$ cat config.mk
export PLATFORM = sky130hd
export DESIGN_NAME = process_id_allocator_flat
export DESIGN_NICKNAME = d
export VERILOG_FILES = /design/src/hw/rtl/pida_pkg.sv /design/src/hw/rtl/pida_ifs.sv /design/src/hw/rtl/pida_free_stack.sv /design/src/hw/rtl/process_id_allocator.sv /design/src/flat_wrapper.sv
export SDC_FILE = /design/constraint.sdc
export NUM_CORES = 2
export LEC_CHECK = 0
export ABC_AREA = 1
export ABC_CLOCK_PERIOD_IN_PS = 5900
export BUFFER_PORTS_ARGS = -buffer_cell sky130_fd_sc_hd__buf_4
export CAP_MARGIN = 5
export CORE_ASPECT_RATIO = 0.9
export CORE_MARGIN = 5
export CORE_UTILIZATION = 35
export CTS_BUF_LIST = sky130_fd_sc_hd__clkbuf_16
export DETAILED_ROUTE_END_ITERATION = 16
export REMOVE_ABC_BUFFERS = 1
export SETUP_SLACK_MARGIN = 0.5
export SYNTH_ARGS = -nofsm -noshare
export SYNTH_HDL_FRONTEND = slang
export SYNTH_SLANG_ARGS = --single-unit
$ cat constraint.sdc
create_clock -name clk -period 5.9 [get_ports clk]
set_input_delay 0.59 -clock clk [delete_from_list [all_inputs] [get_ports clk]]
set_output_delay 0.59 -clock clk [all_outputs]
set_load 0.02 [all_outputs]
$ cat src/hw/rtl/pida_pkg.sv
// Shared constants, codes and types for the process id allocator.
`timescale 1ns / 1ps

package pida_pkg;

  localparam int CAPACITY = 64;
  localparam int PID_W    = $clog2(CAPACITY);
  localparam int COUNT_W  = $clog2(CAPACITY + 1);
  localparam int OP_W     = 2;
  localparam int STATUS_W = 2;
  localparam int USER_W   = 16;
  localparam int LEVEL_W  = 3;
  localparam int PRIO_W   = 3;

  // Request op codes; the unused code behaves like a lookup
  localparam logic [OP_W-1:0] OP_CREATE  = 2'd0;
  localparam logic [OP_W-1:0] OP_DESTROY = 2'd1;
  localparam logic [OP_W-1:0] OP_LOOKUP  = 2'd2;

  // Response status codes
  localparam logic [STATUS_W-1:0] ST_OK       = 2'd0;
  localparam logic [STATUS_W-1:0] ST_NO_FREE  = 2'd1;
  localparam logic [STATUS_W-1:0] ST_NOT_USED = 2'd2;

  // One process table entry
  typedef struct packed {
    logic [PID_W-1:0]   parent;
    logic [USER_W-1:0]  user;
    logic [LEVEL_W-1:0] level;
    logic [PRIO_W-1:0]  prio;
  } pida_entry_t;

  // Commands into the free-id stack
  typedef struct packed {
    logic             push;
    logic             pop;
    logic [PID_W-1:0] push_pid;
  } pida_stack_ctl_t;

  // What the free-id stack shows back
  typedef struct packed {
    logic [COUNT_W-1:0] count;
    logic [PID_W-1:0]   top;
  } pida_stack_sts_t;

endpackage

$ cat src/hw/rtl/pida_ifs.sv
// Request and response channel interfaces of the process id allocator.
`timescale 1ns / 1ps

interface pida_req_if;
  logic                          valid;
  logic                          ready;
  logic [pida_pkg::OP_W-1:0]     op;
  logic [pida_pkg::PID_W-1:0]    target_pid;
  logic [pida_pkg::PID_W-1:0]    parent_pid;
  logic [pida_pkg::USER_W-1:0]   owner_user;
  logic [pida_pkg::LEVEL_W-1:0]  run_level;
  logic [pida_pkg::PRIO_W-1:0]   sched_priority;

  modport source (output valid, op, target_pid, parent_pid, owner_user, run_level,
                  sched_priority, input ready);
  modport sink   (input valid, op, target_pid, parent_pid, owner_user, run_level,
                  sched_priority, output ready);
endinterface

interface pida_rsp_if;
  logic                          valid;
  logic                          ready;
  logic [pida_pkg::STATUS_W-1:0] status;
  logic [pida_pkg::PID_W-1:0]    given_pid;
  logic                          entry_active;
  logic [pida_pkg::PID_W-1:0]    entry_parent;
  logic [pida_pkg::USER_W-1:0]   entry_user;
  logic [pida_pkg::LEVEL_W-1:0]  entry_level;
  logic [pida_pkg::PRIO_W-1:0]   entry_priority;

  modport source (output valid, status, given_pid, entry_active, entry_parent,
                  entry_user, entry_level, entry_priority, input ready);
  modport sink   (input valid, status, given_pid, entry_active, entry_parent,
                  entry_user, entry_level, entry_priority, output ready);
endinterface

$ cat src/hw/rtl/pida_free_stack.sv
// LIFO stack of freed process ids, with the top held in a register.
`timescale 1ns / 1ps

module pida_free_stack (
  input  logic                      clk,
  input  logic                      rst,
  input  pida_pkg::pida_stack_ctl_t ctl,
  output pida_pkg::pida_stack_sts_t sts
);
  import pida_pkg::*;

  logic [PID_W-1:0]   stack_mem [CAPACITY];
  logic [COUNT_W-1:0] count;
  logic [COUNT_W-1:0] count_next;
  logic [COUNT_W-1:0] below_idx;
  logic [PID_W-1:0]   top;
  logic [PID_W-1:0]   below;

  // Advance the fill count
  always_comb begin
    priority if (ctl.push) begin
      count_next = count + COUNT_W'(1);
    end else if (ctl.pop) begin
      count_next = count - COUNT_W'(1);
    end else begin
      count_next = count;
    end
  end

  // Entry just under the new top; never the slot written this cycle
  assign below_idx = count_next - COUNT_W'(2);

  always_ff @(posedge clk) begin
    if (rst) begin
      count <= '0;
    end else begin
      count <= count_next;
    end
  end

  // Hold the top in a register, prefetch the entry beneath it
  always_ff @(posedge clk) begin
    if (ctl.push) begin
      stack_mem[count[PID_W-1:0]] <= ctl.push_pid;
      top <= ctl.push_pid;
    end else if (ctl.pop) begin
      top <= below;
    end
    below <= stack_mem[below_idx[PID_W-1:0]];
  end

  assign sts.count = count;
  assign sts.top   = top;

endmodule

$ cat src/hw/rtl/process_id_allocator.sv
// Top level of the process id allocator: request decode, process table, response register.
`timescale 1ns / 1ps

// Hands out process ids and keeps one table entry per id. Each request
// (create, destroy, lookup) gives exactly one response. A request is
// taken in every cycle in which the response register is empty or being
// drained, and its response appears in the next cycle: a single pass runs
// from the request through the id stack, valid bits and table write into
// the response register. Create reuses the most recently freed id first,
// then the next never-used id; ids run up to CAPACITY-2. Table fields and
// freed ids sit in memories with registered reads; no clearing pass is
// needed after reset.
module process_id_allocator (
  input  logic       clk,
  input  logic       rst,
  pida_req_if.sink   req,
  pida_rsp_if.source rsp
);
  import pida_pkg::*;

  logic                 accept;
  logic                 is_create;
  logic                 is_destroy;
  logic                 in_use;
  logic                 create_ok;
  logic                 hw_full;
  logic [PID_W-1:0]     new_pid;
  logic [PID_W-1:0]     high_water;
  logic [PID_W-1:0]     high_water_next;
  logic [CAPACITY-1:0]  slot_valid;
  logic [CAPACITY-1:0]  slot_valid_next;
  pida_stack_ctl_t      stack_ctl;
  pida_stack_sts_t      stack_sts;
  pida_entry_t          table_mem [CAPACITY];
  pida_entry_t          entry_rd;
  logic [STATUS_W-1:0]  status_next;
  logic [PID_W-1:0]     pid_next;
  logic                 active_next;
  logic                 out_valid;
  logic [STATUS_W-1:0]  status_q;
  logic [PID_W-1:0]     pid_q;
  logic                 active_q;

  assign req.ready = !out_valid || rsp.ready;
  assign accept    = req.valid && req.ready;

  assign is_create  = (req.op == OP_CREATE);
  assign is_destroy = (req.op == OP_DESTROY);
  assign in_use     = slot_valid[req.target_pid];
  assign hw_full    = (high_water >= PID_W'(CAPACITY - 1));

  // Decode one request
  always_comb begin
    stack_ctl       = '0;
    high_water_next = high_water;
    slot_valid_next = slot_valid;
    create_ok       = 1'b0;
    new_pid         = high_water;
    status_next     = ST_OK;
    pid_next        = req.target_pid;
    active_next     = 1'b0;
    if (is_create) begin
      priority if (stack_sts.count != '0) begin
        new_pid       = stack_sts.top;
        stack_ctl.pop = accept;
        create_ok     = 1'b1;
      end else if (hw_full) begin
        status_next = ST_NO_FREE;
      end else begin
        high_water_next = high_water + PID_W'(1);
        create_ok       = 1'b1;
      end
      pid_next = create_ok ? new_pid : '0;
      if (create_ok) begin
        slot_valid_next[new_pid] = 1'b1;
      end
    end else if (!in_use) begin
      status_next = ST_NOT_USED;
    end else if (is_destroy) begin
      slot_valid_next[req.target_pid] = 1'b0;
      priority if (high_water != '0 && req.target_pid == high_water - PID_W'(1)) begin
        high_water_next = high_water - PID_W'(1);
      end else if (stack_sts.count < COUNT_W'(CAPACITY)) begin
        stack_ctl.push     = accept;
        stack_ctl.push_pid = req.target_pid;
      end
    end else begin
      active_next = 1'b1;
    end
  end

  pida_free_stack u_free_stack (
    .clk (clk),
    .rst (rst),
    .ctl (stack_ctl),
    .sts (stack_sts)
  );

  // Commit the allocation state
  always_ff @(posedge clk) begin
    if (rst) begin
      high_water <= '0;
      slot_valid <= '0;
    end else if (accept) begin
      high_water <= high_water_next;
      slot_valid <= slot_valid_next;
    end
  end

  // Write a new entry on a successful create, read the target on every transaction
  always_ff @(posedge clk) begin
    if (accept && is_create && create_ok) begin
      table_mem[new_pid] <= '{parent: req.parent_pid, user: req.owner_user,
                              level: req.run_level, prio: req.sched_priority};
    end
    if (accept) begin
      entry_rd <= table_mem[req.target_pid];
    end
  end

  // Response register
  always_ff @(posedge clk) begin
    if (rst) begin
      out_valid <= 1'b0;
    end else if (accept) begin
      out_valid <= 1'b1;
    end else if (rsp.ready) begin
      out_valid <= 1'b0;
    end
  end

  always_ff @(posedge clk) begin
    if (accept) begin
      status_q <= status_next;
      pid_q    <= pid_next;
      active_q <= active_next;
    end
  end

  assign rsp.valid          = out_valid;
  assign rsp.status         = status_q;
  assign rsp.given_pid      = pid_q;
  assign rsp.entry_active   = active_q;
  assign rsp.entry_parent   = active_q ? entry_rd.parent : '0;
  assign rsp.entry_user     = active_q ? entry_rd.user   : '0;
  assign rsp.entry_level    = active_q ? entry_rd.level  : '0;
  assign rsp.entry_priority = active_q ? entry_rd.prio   : '0;

endmodule

$ cat src/flat_wrapper.sv
// flat-port wrapper written by rule: the top's interface ports become plain ports
module process_id_allocator_flat import pida_pkg::*;
  (clk, rst, req_valid, req_op, req_target_pid, req_parent_pid, req_owner_user, req_run_level, req_sched_priority, req_ready, rsp_valid, rsp_status, rsp_given_pid, rsp_entry_active, rsp_entry_parent, rsp_entry_user, rsp_entry_level, rsp_entry_priority, rsp_ready);
  pida_req_if req_i ();
  pida_rsp_if rsp_i ();
  input  logic clk;
  input  logic rst;
  input wire logic [$bits(req_i.valid)-1:0] req_valid;
  input wire logic [$bits(req_i.op)-1:0] req_op;
  input wire logic [$bits(req_i.target_pid)-1:0] req_target_pid;
  input wire logic [$bits(req_i.parent_pid)-1:0] req_parent_pid;
  input wire logic [$bits(req_i.owner_user)-1:0] req_owner_user;
  input wire logic [$bits(req_i.run_level)-1:0] req_run_level;
  input wire logic [$bits(req_i.sched_priority)-1:0] req_sched_priority;
  output wire logic [$bits(req_i.ready)-1:0] req_ready;
  output wire logic [$bits(rsp_i.valid)-1:0] rsp_valid;
  output wire logic [$bits(rsp_i.status)-1:0] rsp_status;
  output wire logic [$bits(rsp_i.given_pid)-1:0] rsp_given_pid;
  output wire logic [$bits(rsp_i.entry_active)-1:0] rsp_entry_active;
  output wire logic [$bits(rsp_i.entry_parent)-1:0] rsp_entry_parent;
  output wire logic [$bits(rsp_i.entry_user)-1:0] rsp_entry_user;
  output wire logic [$bits(rsp_i.entry_level)-1:0] rsp_entry_level;
  output wire logic [$bits(rsp_i.entry_priority)-1:0] rsp_entry_priority;
  input wire logic [$bits(rsp_i.ready)-1:0] rsp_ready;
  assign req_i.valid = req_valid;
  assign req_i.op = req_op;
  assign req_i.target_pid = req_target_pid;
  assign req_i.parent_pid = req_parent_pid;
  assign req_i.owner_user = req_owner_user;
  assign req_i.run_level = req_run_level;
  assign req_i.sched_priority = req_sched_priority;
  assign req_ready = req_i.ready;
  assign rsp_valid = rsp_i.valid;
  assign rsp_status = rsp_i.status;
  assign rsp_given_pid = rsp_i.given_pid;
  assign rsp_entry_active = rsp_i.entry_active;
  assign rsp_entry_parent = rsp_i.entry_parent;
  assign rsp_entry_user = rsp_i.entry_user;
  assign rsp_entry_level = rsp_i.entry_level;
  assign rsp_entry_priority = rsp_i.entry_priority;
  assign rsp_i.ready = rsp_ready;
  process_id_allocator u_core (.clk(clk), .rst(rst), .req(req_i), .rsp(rsp_i));
endmodule
==> flow_metrics.py <==
metrics = {
    "outcome": {
        "outcome": "finished clean",
    },
    "clocking": {
        "post_cts_resized": 0,
        "clockBufferDepth": 3,
        "cts_root_buf": "clkbuf_16",
        "htreeDepth": 4,
        "cts_tree": "done",
        "clock_latency_ns": 0.91,
        "numCtsBuffers": 221,
        "cts_sinks": 2303,
        "clkTransAtPathRegs_ns": 0.07,
    },
    "placement": {
        "globalplace.congestion": 0.895,
        "io_buffers": 78,
        "dp_slack_ns": 1.02,
        "hpwl_mm": 147,
    },
    "drt": {
        "drt_iter0_drc": 7264,
        "ant_nets": 0,
        "wl_per_cell_um": 26.7,
        "routed_wl_mm": 266,
        "vias": 55600,
        "drc": 0,
        "dr.pass1.iters": 6,
        "via_per_inst": 5.58,
    },
    "worst_setup_path": {
        "worstSetupPathType": "flip-flop to flip-flop",
        "r2r_slack_ns": 1.28,
        "crit_top_cell": "inv_1",
        "reg2reg_depth": 15,
        "cp.required_ns": 6.44,
        "r2r-start": "u_core.u_free_stack.count[0]$_SDFF_PP0_",
        "regToRegEndpoint": "u_core.table_mem[60][15]$_DFFE_PP_",
        "cpPeakStageDelay_ns": 0.66,
        "cp_max_fo": 18,
        "start_kind": "flip-flop",
        "critPathLaunch": "u_core.u_free_stack.count[0]$_SDFF_PP0_",
        "crit_arrival_ns": 5.16,
        "crit_chain": "clkinv_1 > ha_1 > nand3_2 > inv_2 > or2_2 > o21ai_0 > inv_1 > nor2_1 > inv_1 > o21ai_0 > inv_1 > nor2_1 > nand2_1 > nor2_4 > buf_12",
        "end_kind": "flip-flop",
        "crit_slowest_cell": "nor2_4",
    },
    "synthesis": {
        "synthAdderAreaFrac": 0.000702,
        "synth_top_family_by_area": "simple AND/OR/NAND/NOR gates",
        "avgSynthCellArea_um2": 14.2,
        "synth_edf_count": 2219,
        "synth_top_area_share": 0.748,
        "yosys_warnings": 0,
        "synth.area.mux_share": 0,
        "ys_seq_area_frac": 0.767,
        "syn-cell-area_um2": 89100,
        "synth_simple_gate_area_frac": 0.116,
        "synth_compound_area_frac": 0.0816,
        "synth_top_area_cell": "edfxtp_1",
        "synth-xor-area-share": 0.00156,
        "synth.distinct_cells": 51,
        "syn-instance-count": 6288,
        "synth_top_flop_cell": "edfxtp_1",
        "ys_seq_elements": 2303,
        "synthTopCellsByArea": "edfxtp_1 75%, nand2_1 5.1%, nand3_1 2.4%",
        "async_flop_share": 0,
    },
    "finish": {
        "drive_gt1_frac": 0.108,
        "fin_util": 0.404,
        "n_fill_cell": 23100,
        "area_delta_synth_final_pct": 14.6,
        "layout.nets": 6444,
        "layout_commonest_cell": "edfxtp_1",
        "mostFrequentLayoutCells": "2,219 x edfxtp_1, 1,202 x nand2_1, 420 x nand3_1",
    },
    "sta": {
        "finalCritPeriodShare": 0.783,
        "setup_viol_count_final": 0,
        "finalSetupTns_ns": 0,
        "slew_headroom": 0.184,
        "rsz0062_at_grt": "no",
        "hold_viol_final": 0,
        "post-route-min-period_ns": 4.62,
        "finClkSkew_ns": 0.0971,
        "timing.fmax_mhz": 216,
        "hold_ws_ns": 0.181,
        "tightestPinTransition_ns": 1.22,
        "slew_violations": 0,
        "fin_ws_ns": 1.28,
    },
    "pwr": {
        "ir_worst_vdd_mv": 0.281,
        "p_total_mw": 35.0,
        "power_density_nw_per_um2": 342,
        "p_leak_nw": 34.3,
    },
    "die": {
        "row_count": 175,
        "die-area_um2": 265000,
        "die_w_um": 542,
        "die_h_um": 489,
        "start_util": 0.352,
        "core_um2": 253000,
        "pin_count": 79,
    },
    "global_routing": {
        "grt_pass1_wl_mm": 382,
        "overflow": 0,
        "grt_pass1_vias": 53400,
        "grt_max_degree": 163,
        "grt_util_all_layers": 0.195,
        "antenna_found_initial": 16,
    },
    "worst_hold_path": {
        "hold_class": "input port to flip-flop",
        "hold_start": "req_op[1]",
        "holdPathEnd": "u_core.rsp.entry_active$_SDFFCE_PP0P_",
        "whs_path_depth": 3,
    },
    "flow_run": {
        "cap_violations": 0,
    },
}
flip-flops by register name, indices dropped and copies added (netlist names):
name / flops
u_core.u_free_stack.below: 6
u_core.rsp.status: 2
u_core.rsp.valid: 1
u_core.u_free_stack.top: 6
u_core.u_free_stack.stack_mem: 384
u_core.entry_rd: 28
u_core.u_free_stack.count: 7
u_core.table_mem: 1792
u_core.rsp.entry_active: 1
u_core.high_water: 6
u_core.rsp.given_pid: 6
u_core.slot_valid: 64
routing by layer:
| metal | share of wire | vias to the layer above | routed length, um | track usage |
|---|---|---|---|---|
| met5 | 0.00034 | - | 90 | 0 |
| met4 | 0.035 | 14 | 9430 | 0.0689 |
| met3 | 0.098 | 439 | 26000 | 0.0384 |
| met2 | 0.45 | 2967 | 121000 | 0.302 |
| met1 | 0.41 | 28300 | 110000 | 0.275 |
| li1 | - | 23900 | - | - |
synthesized netlist by cell type (22+ instances only):
master    instances
o21ai_0          52
nand2_1        1204
a21oi_1          98
nand3_1         421
a22oi_1         257
a22o_1          183
nand3b_1        131
buf_2            84
o31ai_1          34
dfxtp_1          84
edfxtp_1       2219
nor3_1           22
a221oi_1        217
clkbuf_1        208
inv_1           367
a31oi_1          23
nand4_1         229
buf_1            48
nor2_1          212
critical path: cells and delay by family (launching register included):
family	cells	cell delay, ns
AO/OA/AOI/OAI	2	0.45
adder cells (fa/ha/maj)	1	0.29
buffers and inverters	6	0.92
flip-flops	1	0.47
AND/OR/NAND/NOR	6	2.11
through the flow:
step	area [um^2]	instances
2_1_floorplan	87600	5930
3_3_place_gp	94700	9538
3_5_place_dp	94700	9538
4_1_cts	102000	9958
5_1_grt	102000	9962
6_report	102000	9969
logic make-up (layout without fill, tap and decap cells):
logic type      count (synthesis)  in the layout
other cells                     0             11
simple gates                 2264           2264
xor+xnor                       15             15
fa+ha+maj                       5              5
compound gates                954            954
flops                        2303           2303
buf+inv                       747           1054
area by class of cell:
cell class	count	area (um^2)	share of cell area
Tap cell	3363	4210	0.0412
Multi-Input combinational cell	3238	18400	0.181
Sequential cell	2303	68300	0.669
Antenna cell	11	27.5	0.000269
Clock buffer	221	5530	0.0541
Clock inverter	198	1940	0.0189
Inverter	389	1460	0.0143
Timing Repair Buffer	246	2240	0.0219
where the power goes:
group | switching [mW] | internal, mW
Clock | 6.31 | 8.10
Sequential | 0.0594 | 18.0
Combinational | 1.87 | 0.643
how the worst max path moves through the flow:
stage | slack, ns | end
6_report | 1.28 | u_core.table_mem[60][15]$_DFFE_PP_
5_1_grt | 0.99 | u_core.table_mem[29][22]$_DFFE_PP_
4_1_cts | 1.38 | u_core.table_mem[29][10]$_DFFE_PP_
3_5_place_dp | 1.02 | u_core.u_free_stack.below[3]$_DFF_P_
3_3_place_gp | 1.04 | u_core.u_free_stack.below[5]$_DFF_P_
2_1_floorplan | -5.03 | u_core.entry_rd[10]$_DFFE_PP_
what timing repair did:
item,4_1_cts,5_1_grt
hold buffers,1,0
endpoints found under the hold margin,1,0
endpoints found under the setup margin,0,0
setup buffers,0,0
No activity file was read; power rests on OpenSTA's default activity.
